===== src/sv/quoted_string_escaper_defines.svh =====
`ifndef QUOTED_STRING_ESCAPER_DEFINES_SVH
`define QUOTED_STRING_ESCAPER_DEFINES_SVH

// Condition that must hold at every clock edge outside reset.
`define QSE_ASSERT_ALWAYS(lbl, cond, msg) \
  lbl: assert property (@(posedge clk) disable iff (!rst_n) (cond)) else $error(msg);

// Consequence that must hold in the cycle after the antecedent.
`define QSE_ASSERT_NEXT(lbl, ante, cons, msg) \
  lbl: assert property (@(posedge clk) disable iff (!rst_n) (ante) |=> (cons)) else $error(msg);

`endif


===== src/sv/qse_pkg.sv =====
`default_nettype none

package qse_pkg;

  localparam int unsigned SEQ_MAX    = 6;
  localparam int unsigned LEN_W      = 3;
  localparam int unsigned FIFO_DEPTH = 4;
  localparam int unsigned PTR_W      = 2;
  localparam int unsigned CNT_W      = 3;

  localparam logic [7:0] CH_QUOTE    = 8'h22;
  localparam logic [7:0] CH_BSLASH   = 8'h5C;
  localparam logic [7:0] CH_NL       = 8'h0A;
  localparam logic [7:0] CH_CR       = 8'h0D;
  localparam logic [7:0] CH_TAB      = 8'h09;
  localparam logic [7:0] CH_BEL      = 8'h07;
  localparam logic [7:0] CH_BS       = 8'h08;
  localparam logic [7:0] CH_LC_N     = 8'h6E;
  localparam logic [7:0] CH_LC_R     = 8'h72;
  localparam logic [7:0] CH_LC_T     = 8'h74;
  localparam logic [7:0] CH_LC_A     = 8'h61;
  localparam logic [7:0] CH_LC_B     = 8'h62;
  localparam logic [7:0] CH_LC_X     = 8'h78;
  localparam logic [7:0] CH_DIGIT_0  = 8'h30;
  localparam logic [7:0] CH_PRINT_LO = 8'h20;
  localparam logic [7:0] CH_PRINT_HI = 8'h7E;

  typedef struct packed {
    logic [SEQ_MAX-1:0][7:0] seq;
    logic [LEN_W-1:0]        len;
  } qse_rec_t;

  typedef struct packed {
    logic [LEN_W-1:0] idx;
    logic             mid_rec;
  } qse_back_stat_t;

  function automatic logic [7:0] hex_char(input logic [3:0] nib);
    if (nib < 4'd10) begin
      return CH_DIGIT_0 + {4'b0000, nib};
    end else begin
      return CH_LC_A + {4'b0000, nib} - 8'd10;
    end
  endfunction

endpackage

`default_nettype wire


===== src/sv/qse_front.sv =====
`default_nettype none

module qse_front
  import qse_pkg::*;
(
  input  wire logic [7:0] char_in,
  input  wire logic       is_first,
  input  wire logic       is_last,
  input  wire logic       no_char,
  output qse_rec_t        rec,
  output logic            has_out
);

  logic [3:0][7:0]  esc;
  logic [LEN_W-1:0] esc_len;
  logic [LEN_W-1:0] n;
  logic [LEN_W-1:0] pos;

  always_comb begin
    esc     = '0;
    esc_len = LEN_W'(2);
    case (char_in)
      CH_BSLASH, CH_QUOTE: begin
        esc[0] = CH_BSLASH;
        esc[1] = char_in;
      end
      CH_NL: begin
        esc[0] = CH_BSLASH;
        esc[1] = CH_LC_N;
      end
      CH_CR: begin
        esc[0] = CH_BSLASH;
        esc[1] = CH_LC_R;
      end
      CH_TAB: begin
        esc[0] = CH_BSLASH;
        esc[1] = CH_LC_T;
      end
      CH_BEL: begin
        esc[0] = CH_BSLASH;
        esc[1] = CH_LC_A;
      end
      CH_BS: begin
        esc[0] = CH_BSLASH;
        esc[1] = CH_LC_B;
      end
      default: begin
        if (char_in >= CH_PRINT_LO && char_in <= CH_PRINT_HI) begin
          esc[0]  = char_in;
          esc_len = LEN_W'(1);
        end else begin
          esc[0]  = CH_BSLASH;
          esc[1]  = CH_LC_X;
          esc[2]  = hex_char(char_in[7:4]);
          esc[3]  = hex_char(char_in[3:0]);
          esc_len = LEN_W'(4);
        end
      end
    endcase
  end

  always_comb begin
    rec = '0;
    n   = '0;
    pos = '0;
    if (is_first) begin
      rec.seq[0] = CH_QUOTE;
      n          = LEN_W'(1);
    end
    if (!no_char) begin
      for (int k = 0; k < 4; k++) begin
        pos = n + LEN_W'(k);
        if (LEN_W'(k) < esc_len) begin
          rec.seq[pos] = esc[k];
        end
      end
      n = n + esc_len;
    end
    if (is_last) begin
      rec.seq[n] = CH_QUOTE;
      n          = n + LEN_W'(1);
    end
    rec.len = n;
    has_out = (n != '0);
  end

endmodule

`default_nettype wire


===== src/sv/qse_fifo.sv =====
`default_nettype none

module qse_fifo
  import qse_pkg::*;
(
  input  wire logic       clk,
  input  wire logic       rst_n,
  input  wire logic       wr_en,
  input  wire qse_rec_t   wr_rec,
  input  wire logic       rd_en,
  output qse_rec_t        rd_rec,
  output logic            full,
  output logic            empty,
  output logic [CNT_W-1:0] count
);

  qse_rec_t         mem_r [FIFO_DEPTH];
  logic [PTR_W-1:0] wr_ptr_r, wr_ptr_nxt;
  logic [PTR_W-1:0] rd_ptr_r, rd_ptr_nxt;
  logic [CNT_W-1:0] count_r, count_nxt;

  assign full   = (count_r == CNT_W'(FIFO_DEPTH));
  assign empty  = (count_r == '0);
  assign count  = count_r;
  assign rd_rec = mem_r[rd_ptr_r];

  always_comb begin
    wr_ptr_nxt = wr_en ? wr_ptr_r + PTR_W'(1) : wr_ptr_r;
    rd_ptr_nxt = rd_en ? rd_ptr_r + PTR_W'(1) : rd_ptr_r;
    count_nxt  = count_r;
    if (wr_en && !rd_en) begin
      count_nxt = count_r + CNT_W'(1);
    end else if (rd_en && !wr_en) begin
      count_nxt = count_r - CNT_W'(1);
    end
  end

  always_ff @(posedge clk) begin
    if (!rst_n) begin
      wr_ptr_r <= '0;
      rd_ptr_r <= '0;
      count_r  <= '0;
    end else begin
      wr_ptr_r <= wr_ptr_nxt;
      rd_ptr_r <= rd_ptr_nxt;
      count_r  <= count_nxt;
    end
  end

  always_ff @(posedge clk) begin
    if (wr_en) begin
      mem_r[wr_ptr_r] <= wr_rec;
    end
  end

endmodule

`default_nettype wire


===== src/sv/qse_back.sv =====
`default_nettype none

module qse_back
  import qse_pkg::*;
(
  input  wire logic       clk,
  input  wire logic       rst_n,
  input  wire qse_rec_t   head_rec,
  input  wire logic       head_valid,
  output logic            pop,
  output logic            out_tvalid,
  input  wire logic       out_tready,
  output logic [7:0]      out_tdata,
  output logic            out_tlast,
  output qse_back_stat_t  stat
);

  logic [LEN_W-1:0] idx_r, idx_nxt;
  logic             out_valid_r, out_valid_nxt;
  logic [7:0]       out_data_r;
  logic             out_last_r;
  logic             load;
  logic             at_end;

  assign load   = !out_valid_r || out_tready;
  assign at_end = (idx_r == head_rec.len - LEN_W'(1));

  always_comb begin
    idx_nxt       = idx_r;
    pop           = 1'b0;
    out_valid_nxt = out_valid_r && !out_tready;
    if (load && head_valid) begin
      out_valid_nxt = 1'b1;
      if (at_end) begin
        idx_nxt = '0;
        pop     = 1'b1;
      end else begin
        idx_nxt = idx_r + LEN_W'(1);
      end
    end
  end

  always_ff @(posedge clk) begin
    if (!rst_n) begin
      idx_r       <= '0;
      out_valid_r <= 1'b0;
    end else begin
      idx_r       <= idx_nxt;
      out_valid_r <= out_valid_nxt;
    end
  end

  always_ff @(posedge clk) begin
    if (load && head_valid) begin
      out_data_r <= head_rec.seq[idx_r];
      out_last_r <= at_end;
    end
  end

  assign out_tvalid   = out_valid_r;
  assign out_tdata    = out_data_r;
  assign out_tlast    = out_last_r;
  assign stat.idx     = idx_r;
  assign stat.mid_rec = (idx_r != '0);

endmodule

`default_nettype wire


===== src/sv/quoted_string_escaper.sv =====
// Channel   Direction  tdata        tuser                    tlast
// in_       slave      char_in      [0] is_first [1] no_char  is_last
// out_      master     out_byte     (none)                   last_of_run
//
// Each item yields 0 to 6 output bytes, one for plain text.
// The output register emits one byte a cycle while out_tready is high and sets the sustained rate.
// A four-entry item queue sits between the classifier and the emitter.
// An accepted item is written into the queue, then its first byte is loaded into the output register.
// Synchronous reset empties the queue and clears the output valid flag.
// in_tready drops only while the queue is full.
`default_nettype none
`include "quoted_string_escaper_defines.svh"

module quoted_string_escaper
  import qse_pkg::*;
(
  input  wire logic       clk,
  input  wire logic       rst_n,
  input  wire logic       in_tvalid,
  output logic            in_tready,
  input  wire logic [7:0] in_tdata,   // [7:0] char_in
  input  wire logic [1:0] in_tuser,   // [0] is_first, [1] no_char
  input  wire logic       in_tlast,
  output logic            out_tvalid,
  input  wire logic       out_tready,
  output logic [7:0]      out_tdata,  // [7:0] out_byte
  output logic            out_tlast
);

  qse_rec_t         front_rec;
  qse_rec_t         head_rec;
  logic             has_out;
  logic             wr_en;
  logic             pop;
  logic             fifo_full;
  logic             fifo_empty;
  logic [CNT_W-1:0] fifo_count;
  qse_back_stat_t   stat;

  qse_front u_front (
    .char_in  (in_tdata),
    .is_first (in_tuser[0]),
    .is_last  (in_tlast),
    .no_char  (in_tuser[1]),
    .rec      (front_rec),
    .has_out  (has_out)
  );

  assign in_tready = !fifo_full;
  assign wr_en     = in_tvalid && in_tready && has_out;

  qse_fifo u_fifo (
    .clk    (clk),
    .rst_n  (rst_n),
    .wr_en  (wr_en),
    .wr_rec (front_rec),
    .rd_en  (pop),
    .rd_rec (head_rec),
    .full   (fifo_full),
    .empty  (fifo_empty),
    .count  (fifo_count)
  );

  qse_back u_back (
    .clk        (clk),
    .rst_n      (rst_n),
    .head_rec   (head_rec),
    .head_valid (!fifo_empty),
    .pop        (pop),
    .out_tvalid (out_tvalid),
    .out_tready (out_tready),
    .out_tdata  (out_tdata),
    .out_tlast  (out_tlast),
    .stat       (stat)
  );

  `QSE_ASSERT_ALWAYS(a_fifo_bound, fifo_count <= CNT_W'(FIFO_DEPTH), "queue overflow")
  `QSE_ASSERT_ALWAYS(a_head_index, fifo_empty || (head_rec.len != '0 && stat.idx < head_rec.len), "bad emit index")
  `QSE_ASSERT_ALWAYS(a_mid_needs_head, !stat.mid_rec || !fifo_empty, "partial item without queue head")
  `QSE_ASSERT_NEXT(a_pop_drains, pop && !wr_en, fifo_count == $past(fifo_count) - CNT_W'(1), "pop lost")

endmodule

`default_nettype wire


===== config.mk =====
export PLATFORM = sky130hd
export DESIGN_NAME = quoted_string_escaper
export DESIGN_NICKNAME = d
export VERILOG_FILES = /design/src/sv/qse_pkg.sv /design/src/sv/qse_front.sv /design/src/sv/qse_fifo.sv /design/src/sv/qse_back.sv /design/src/sv/quoted_string_escaper.sv
export VERILOG_INCLUDE_DIRS = /design/src /design/src/sv
export SDC_FILE = /design/constraint.sdc
export NUM_CORES = 1
export LEC_CHECK = 0
export ABC_AREA = 0
export BUFFER_PORTS_ARGS = -buffer_cell sky130_fd_sc_hd__buf_2
export CAP_MARGIN = 0
export CORE_ASPECT_RATIO = 1.25
export CORE_MARGIN = 4
export CORE_UTILIZATION = 56
export CTS_CLUSTER_SIZE = 28
export DETAILED_ROUTE_END_ITERATION = 10
export PLACE_DENSITY_LB_ADDON = 0.2
export SKIP_LAST_GASP = 1
export SLEW_MARGIN = 20
export SYNTH_ARGS = -nofsm -noshare
export SYNTH_HDL_FRONTEND = slang
export SYNTH_SLANG_ARGS = --single-unit

===== constraint.sdc =====
create_clock -name clk -period 4.5 [get_ports clk]
set_input_delay 0.45 -clock clk [delete_from_list [all_inputs] [get_ports clk]]
set_output_delay 0.45 -clock clk [all_outputs]
set_load 0.05 [all_outputs]

==> reports/metrics.cfg, run 1 <==
[routing]
route.detailed.drc=0
totalWireLength_um=16300
dr.pass1.iters=5
wl_per_cell_um=20.9
drtIter0Drc=375
ant_nets=0
vias=4709
post_drt_via_cell_ratio=6.02

[worst_setup_path]
worstPathCellList=buf_2 > inv_1 > ha_1 > nor4bb_1 > o311a_2 > nor4_4 > nand2_2 > inv_1 > ha_1 > or2_2 > mux2_2 > inv_1 > ha_1 > nand2_1 > xnor2_2 > a31o_1 > ha_1 > inv_1 > fa_1 > xor2_1 > or3_1 > a21boi_0
cp_slowest_cell=nor4bb_1
cp.arrival_ns=4.43
worst-path-max-fanout=4
worstSetupEndpointType=register
cp-start-kind=primary input
cp_slowest_stage_delay_ns=0.40
cp.required_ns=4.85
setup.worst_path.class=primary input to register

[finish]
drive_gt1_share_pct=24.2
fin_util_pct=64.5
area_growth_pct=13.3
nets=621
fillers=1053
antenna_cells=0
layout.cells.non_filler=782

[pwr]
combPwrFrac_pct=25.7
power_density_nw_per_um2=557
power.internal_mw=3.83
leakage_nw=3.35
switchingPower_mw=1.54
ir_worst_vdd_mv=0.283
seqPwrFrac_pct=43.7
swShare_pct=28.6
power.share.clock_pct=30.6

[grt]
use_met3_pct=4.04
grt_max_degree=43
gr-usage-met2_pct=32.5
grtUsageTotal_pct=20.1
antenna_found_initial=0
grt_pass1_wl_um=26500
first_global_vias=4757
gr-total-overflow=0
gr-max-usage-layer=met2
met1_usage_pct=28.2

[floorplanning]
chipWidth_um=118
start_util_pct=56.9
io_pins=26
num_rows=50
core_area_sq_um=15000
die_h_um=146
die_area_sq_um=17200

[min_path]
hold_class=primary input to register

[yosys]
synth_warnings=0
syn_inst=541
ys_types=60
ys_seq_elements=190
syn_avg_cell_area_sq_um=15.7
synth-main-ff-cell=edfxtp_1
async_reset_ff_share_pct=0
synth.cell_area_sq_um=8510
yosysSeqAreaShare_pct=65.5
synth_edf_count=177

[sta]
rsz0062_at_grt=no
setup_violations=0
min_period_ns=4.08
tightestPinTransition_ns=0.824
max_freq_mhz=245
fin_hold_ws_ns=0.295
finalHoldViolCount=0
slew_headroom_pct=44.2
slew_violations=0
fin_ws_ns=0.423
fin_crit_sh_pct=90.6
fin_worst_skew_ns=0.00795
setup_tns_ns=0

[placed_design]
dp_hpwl_um=10600
port_buffers=25
post-place-cells=750
dp_slack_ns=0.0204
gp_congestion=0.940

[cts]
cts.sinks=190
cts_hold_buf=0
clkLatencyLatePin_ns=0.43
cts_buffers=17
cts_root_buffer=clkbuf_16
h-tree-depth=4
post_cts_buffers=0
cts.clk_slew.worst_paths_ns=0.07
cts_tree=built
cts_buffer_depth=2
cts_resized=0

[status]
status=complete, no violations

[flow_run]
maxCapViolCount=0

[state kept, by name, summed over array words and instances, names as in the netlist, named ones only]
signal             count
u_fifo.mem_r         168
u_back.out_tdata       8
u_back.idx_r           3
u_fifo.count           3
u_fifo.rd_ptr_r        2
u_fifo.wr_ptr_r        2
u_back.out_tlast       1
u_back.out_tvalid      1
[cells in the mapped netlist (all sizes together), types with 2 or more instances]
| master | number | area [sq um] |
|---|---|---|
| nand2b | 5 | 31.3 |
| nand2 | 35 | 134 |
| xor2 | 2 | 17.5 |
| edfxtp | 177 | 5320 |
| mux2 | 4 | 45.0 |
| a211oi | 4 | 35.0 |
| ha | 18 | 225 |
| dfxtp | 13 | 260 |
| nor4 | 2 | 27.5 |
| a31oi | 5 | 31.3 |
| nor2b | 3 | 18.8 |
| nand3b | 2 | 15.0 |
| nor2 | 40 | 150 |
| a21boi | 3 | 22.5 |
| nor3 | 15 | 91.3 |
| nand3 | 3 | 15.0 |
| o21a | 2 | 15.0 |
| a21oi | 20 | 104 |
| clkbuf | 16 | 60.1 |
| o21ai | 15 | 75.1 |
| o31ai | 2 | 15.0 |
| xnor2 | 12 | 105 |
| mux2i | 6 | 60.1 |
| mux4 | 49 | 1100 |
| buf | 13 | 75.1 |
| a221o | 4 | 40.0 |
| o22ai | 5 | 31.3 |
| a22oi | 4 | 30.0 |
| or3 | 2 | 12.5 |
| or2 | 3 | 18.8 |
| inv | 29 | 109 |
| and2 | 10 | 62.6 |
[power groups by stage]
stage / Combinational (mW) / Sequential, mW / Clock [mW]
after floorplan: 0.915 / 2.51 / 0
after global placement: 1.38 / 2.37 / 0
after detailed placement: 1.40 / 2.39 / 0
after CTS: 1.41 / 2.35 / 1.68
after global routing: 1.51 / 2.38 / 1.76
final: 1.38 / 2.35 / 1.64
[logic make-up after synthesis]
group                      share of synthesized area [%]
DFF                                                 65.5
and+or+nand+nor                                     7.32
AOI/OAI and AO/OA                                   5.75
muxes                                               14.2
buffers and inverters                               2.87
adders and majority gates                           2.88
xor gates and xnor gates                            1.44
other                                             0.0441
[through the flow]
step / instance area (sq um) / total power, mW
detailed placement: 8990 / 3.79
global route: 9650 / 5.64
floorplan: 8570 / 3.42
CTS: 9650 / 5.43
global placement: 8990 / 3.75
finish: 9650 / 5.37
[routing by layer]
metal | vias up | part of all wire [%] | routed length (um)
li1 | 2166 | - | -
met1 | 2358 | 43 | 7100
met2 | 166 | 50 | 8180
met3 | 19 | 5.2 | 854
met4 | 0 | 1.2 | 188
met5 | - | 0 | 0
[cells in the final DEF, fill, tap and decap left out, types with 6 or more instances in the layout]
cell       netlist  layout
dfxtp_1         13      11
mux2i_1          6       6
mux4_2          49      49
buf_4            0      16
ha_1            18      18
o21ai_0         15      15
buf_2            9      25
xnor2_1         12      11
nand2_1         34      34
a21oi_1         19      19
conb_1           1      12
nor2_1          40      40
clkbuf_16        0      17
inv_1           28      28
nor3_1          13      13
edfxtp_1       177     177
and2_1          10       6
[critical path, delay by kind of cell]
| family | cells | cell delay, ns |
|---|---|---|
| compound gates | 3 | 0.67 |
| buf+inv | 5 | 0.37 |
| mux | 1 | 0.29 |
| xor+xnor | 2 | 0.35 |
| fa+ha+maj | 5 | 1.11 |
| simple gates | 6 | 1.20 |
[cell type report]
type / count / area (sq um) / area share, %
flip-flops and latches: 190 / 5580 / 57.8
multi-input cells: 304 / 2750 / 28.5
clock buffers: 18 / 429 / 4.45
repair buffers: 45 / 325 / 3.37
clock inverters: 14 / 231 / 2.40
well taps: 182 / 228 / 2.36
inverters: 29 / 109 / 1.13
[path summary, 6_finish.rpt]
path                                                    from                           end  slack (ns)  cells after the start
worst min-delay path                              out_tready  u_back.out_tvalid$_SDFF_PN0_        0.29                      4
worst max register to register                      register  u_fifo.count[2]$_SDFFE_PN0P_        1.13                     13
worst min register to register  u_back.out_tvalid$_SDFF_PN0_  u_back.out_tvalid$_SDFF_PN0_        0.48                      2
worst max-delay path                             in_tdata[5]  u_fifo.count[2]$_SDFFE_PN0P_        0.42                     22
No activity file was read; power rests on OpenSTA's default activity.
==> run 2: changes to the inputs <==
Settings changed: CORE_UTILIZATION 56 to 58.
Clock period 4.5 ns to 3.8 ns, I/O delays scaled along.
==> run 2 against run 1 <==
First-iteration DRC count is 39% higher. Die area is 3.2% lower. Critical path depth stayed put. Clock power is 9% higher. Clock skew is 0.0012 ns lower. Utilization is 5.0 points higher. Worst hold slack worse by 0.069 ns. Combinational power is 28% higher. Sequential power is 17% higher. Largest cell class unchanged. Largest power group unchanged.
==> reports/metrics.cfg, run 2 (synthesis gave the netlist of run 1 again) <==
[worst_setup_path]
worstSetupEndpointType=register
critPathBufInv=5
cp.required_ns=4.17
cp_slowest_stage_delay_ns=0.39
worstPathCellList=buf_2 > inv_2 > ha_4 > or3b_4 > a21oi_4 > nor4_4 > nand2_2 > inv_2 > ha_4 > or2_2 > mux2_4 > inv_2 > ha_4 > nand2_2 > xnor2_4 > a31o_1 > ha_4 > inv_1 > fa_2 > xor2_1 > or3_1 > a21boi_1
setup.worst_path.class=primary input to register
critical-path-top-delay-family=simple AND/OR/NAND/NOR gates
cp-start-kind=primary input
worst_path_most_repeated_cell=ha_4
cp.arrival_ns=3.98
worst-path-max-fanout=3
cp_slowest_cell=or3b_4

[floorplanning]
io_pins=26
num_rows=49
chipWidth_um=116
die_h_um=143
die_area_sq_um=16700
start_util_pct=59.1
core_area_sq_um=14400

[cts]
cts_tree=built
h-tree-depth=4
cts_hold_buf=0
cts_buffer_depth=2
cts.clk_slew.worst_paths_ns=0.07
cts.sinks=190
cts_buffers=17
cts_root_buffer=clkbuf_16
clkLatencyLatePin_ns=0.44

[routing]
route.detailed.drc=0
totalWireLength_um=17800
post_drt_via_cell_ratio=6.11
dr.pass1.iters=5
drtIter0Drc=522
wl_per_cell_um=21.9
vias=4974
ant_nets=0

[finish]
fin_area_sq_um=10000
nets=657
area_growth_pct=17.7
antenna_cells=0
final_common_cell=edfxtp_1
drive_gt1_share_pct=31.3
final_cell_mix=177 x edfxtp_1, 49 x mux4_2, 49 x buf_4
fillers=936
top_register=u_fifo.mem_r
fin_util_pct=69.5
largest_reg_flops=168

[grt]
antenna_found_initial=0
first_global_vias=5127
grt_pass1_wl_um=28700
grt_max_degree=40
grtUsageTotal_pct=23.4
gr-total-overflow=0

[placed_design]
dp_hpwl_um=12100
placed_area_sq_um=9370
port_buffers=25
gp_congestion=0.902

[sta]
tightestPinTransition_ns=0.797
fin_worst_skew_ns=0.00675
finalHoldViolCount=0
fin_hold_ws_ns=0.226
slew_violations=0
fin_crit_sh_pct=95.1
slew_headroom_pct=46.4
max_freq_mhz=277
setup_violations=0
min_period_ns=3.61

[pwr]
leakage_nw=3.54
power_density_nw_per_um2=629
ir_worst_vdd_mv=0.643

[min_path]
hold_class=primary input to register

[status]
status=complete, no violations

[flow_run]
maxCapViolCount=0

[run 2: routing by layer]
| metal | GRT usage (%) | up-vias | part of all wire (%) |
|---|---|---|---|
| met1 | 31.0 | 2507 | 39 |
| met5 | 0 | - | 0 |
| met2 | 40.0 | 197 | 53 |
| met3 | 3.62 | 26 | 6.1 |
| li1 | - | 2244 | - |
| met4 | 7.39 | 0 | 1.8 |
[run 2: worst paths after layout]
kind	from	endpoint	slack (ns)	depth (start not counted)
worst max-delay path	in_tdata[4]	u_fifo.count[2]$_SDFFE_PN0P_	0.19	22
worst min-delay path	out_tready	u_back.out_tvalid$_SDFF_PN0_	0.23	4
worst max register to register	register	u_fifo.count[2]$_SDFFE_PN0P_	0.79	13
worst min register to register	u_back.out_tvalid$_SDFF_PN0_	u_back.out_tvalid$_SDFF_PN0_	0.49	2
[run 2: timing repair]
action / CTS / global route
endpoints found under the setup margin: 0 / 1
buffers inserted: 0 / 1
gates resized for setup: 0 / 4
[run 2: worst reg2reg max path, delay by kind of cell (launching register included)]
kind / cells / cell delay, ns
compound gates: 1 / 0.14
xor+xnor: 3 / 0.30
fa+ha+maj: 3 / 0.57
buf+inv: 2 / 0.14
flops: 1 / 0.40
mux: 1 / 0.54
simple gates: 3 / 0.88
[run 2: where the power goes]
part	internal, mW	total, mW	leakage, nW	switching, mW
logic	0.767	1.76	1.49	0.996
clock network	0.899	1.78	0.297	0.879
registers	2.65	2.76	1.75	0.108
total	4.32	6.30	3.54	1.98
[run 2: final cells by class]
| class | instances | area [sq um] | area share [%] |
|---|---|---|---|
| inverter | 29 | 109 | 1.09 |
| clock inverter | 15 | 181 | 1.81 |
| clock buffer | 17 | 425 | 4.25 |
| tap | 178 | 223 | 2.22 |
| timing repair buffer | 81 | 633 | 6.32 |
| multi-input combinational | 304 | 2870 | 28.6 |
| sequential | 190 | 5580 | 55.7 |
[run 2: through the flow]
stage / cells / setup WS [ns] / total power, mW / setup TNS (ns)
final: 814 / 0.188 / 6.30 / 0
after global routing: 814 / -0.00762 / 6.62 / -0.00762
after CTS: 813 / 0.0450 / 6.36 / 0
after detailed placement: 781 / -0.426 / 4.59 / -18.38
after global placement: 781 / -0.232 / 4.52 / -0.400
after floorplan: 552 / -0.285 / 4.08 / -25.09
==> run 3: changes to the inputs <==
Settings changed: CTS_BUF_LIST from default to sky130_fd_sc_hd__clkbuf_4 sky130_fd_sc_hd__clkbuf_8.
Clock period 3.8 ns to 4.2 ns, I/O delays scaled along.
==> run 3 against run 2 <==
Die area is the same. Critical path depth is the same. Cell count shrank 3.4%. Sequential power is 9.8% lower. Global-route usage is 1.3 points lower. Register-to-register slack gained 0.22 ns. Sequential share of layout area is 3.1 points higher. Non-clock buffer count shrank 28. Critical path type unchanged. Critical endpoint unchanged. Highest routed layer unchanged.
==> reports/metrics.cfg, run 3 (synthesis gave the netlist of run 1 again) <==
[routing]
vias=4805
route.detailed.drc=0
drtIter0Drc=490
route.met3.wl_um=939
routed.top_layer=met4
met2RoutedLength_um=8800
ant_nets=0
dr.pass1.iters=5
totalWireLength_um=16900
post_drt_via_cell_ratio=6.11
wl_per_cell_um=21.5
wl_met1_um=6910

[cts]
h-tree-depth=4
cts_hold_buf=0
cts_tree=built
post_cts_buffers=0
clkLatencyLatePin_ns=0.45
cts_buffers=17
cts.sinks=190
cts.clk_slew.worst_paths_ns=0.09
cts_root_buffer=clkbuf_8
cts_buffer_depth=2
cts_resized=0

[placed_design]
gp_congestion=0.871
port_buffers=25
dp_hpwl_um=11200

[grt]
grtUsageTotal_pct=22.1
grt_max_degree=43
first_global_vias=5002
gr-total-overflow=0
antenna_found_initial=0
grt_pass1_wl_um=27200

[pwr]
power.internal_mw=3.55
combPwrFrac_pct=30.0
power_density_nw_per_um2=541
ir_worst_vdd_mv=0.511
swShare_pct=30.7
switchingPower_mw=1.58
leakage_nw=3.27
power_mw=5.13
seqPwrFrac_pct=48.6
power.share.clock_pct=21.4

[sta]
slew_headroom_pct=45.9
finalHoldViolCount=0
fin_worst_skew_ns=0.0107
fin_crit_sh_pct=92.1
rsz0062_at_grt=no
fin_hold_ws_ns=0.240
slew_violations=0
setup_violations=0
max_freq_mhz=259
min_period_ns=3.87
tightestPinTransition_ns=0.812

[finish]
drive_gt1_share_pct=27.3
antenna_cells=0
largest_reg_flops=168
nets=629
top_register=u_fifo.mem_r
final_common_cell=edfxtp_1
final_cell_mix=177 x edfxtp_1, 49 x mux4_2, 40 x nor2_1
fillers=1013
area_growth_pct=11.4

[worst_setup_path]
cp.required_ns=4.58
worst-path-max-fanout=7
worstSetupEndpointType=register
cp-start-kind=primary input
setup.worst_path.class=primary input to register
cp.arrival_ns=4.25

[floorplanning]
core_area_sq_um=14400
start_util_pct=59.1
io_pins=26
num_rows=49
chipWidth_um=116
die_area_sq_um=16700
die_h_um=143

[flow_run]
maxCapViolCount=0

[status]
status=complete, no violations

[min_path]
hold_class=primary input to register

-- run 3: area by class of cell --
class / instances / area [sq um] / area share, %
flip-flops and latches: 190 / 5580 / 58.8
multi-input cells: 304 / 2830 / 29.8
repair buffers: 53 / 385 / 4.06
clock buffers: 22 / 272 / 2.86
well taps: 178 / 223 / 2.35
inverters: 29 / 109 / 1.15
clock inverters: 10 / 91.3 / 0.963
-- run 3: routing by layer --
layer / global-route usage (%) / vias to the layer above
met5: 0 / -
met4: 6.54 / 0
met3: 4.93 / 20
met2: 36.8 / 164
met1: 29.3 / 2448
li1: - / 2173
-- run 3: worst paths after layout --
path	start	to	slack (ns)	cells after the start
worst max-delay path	in_tdata[5]	u_fifo.count[2]$_SDFFE_PN0P_	0.33	22
worst min-delay path	out_tready	u_back.out_tvalid$_SDFF_PN0_	0.24	4
worst max register to register	register	u_fifo.count[2]$_SDFFE_PN0P_	1.01	11
worst min register to register	u_back.out_tvalid$_SDFF_PN0_	u_back.out_tvalid$_SDFF_PN0_	0.48	2
-- run 3: metrics by stage --
stage	instances	util, %	setup WS (ns)	TNS, ns	instance area, sq um
detailed placement	754	63.3	-0.0873	-0.0873	9120
CTS	786	65.8	0.391	0	9480
floorplan	552	-	0.0143	0	8660
finish	786	65.8	0.332	0	9480
global route	786	65.8	0.0870	0	9480
global placement	754	63.3	0.0752	0	9120
-- run 3: power groups by stage --
| stage | sequential (mW) | clock (mW) | combinational [mW] |
|---|---|---|---|
| 6_report | 2.49 | 1.10 | 1.54 |
| 5_1_grt | 2.53 | 1.20 | 1.67 |
| 4_1_cts | 2.50 | 1.13 | 1.56 |
| 3_5_place_dp | 2.54 | 0 | 1.56 |
| 3_3_place_gp | 2.53 | 0 | 1.51 |
| 2_1_floorplan | 2.69 | 0 | 0.993 |
-- run 3: worst max-delay path: stages --
cell and delay (ns):
buf_2 0.09, buf_4 0.14, ha_1 0.15, nor3b_1 0.31, and3_1 0.28, nor4_4 0.08
nand2_2 0.09, inv_2 0.06, ha_4 0.16, or2_2 0.28, mux2_4 0.29, inv_2 0.07
ha_4 0.11, nand2_1 0.07, xnor2_2 0.26, a31o_1 0.21, ha_2 0.20, inv_1 0.06
fa_2 0.33, xor2_1 0.17, or3_1 0.30, a21boi_1 0.13
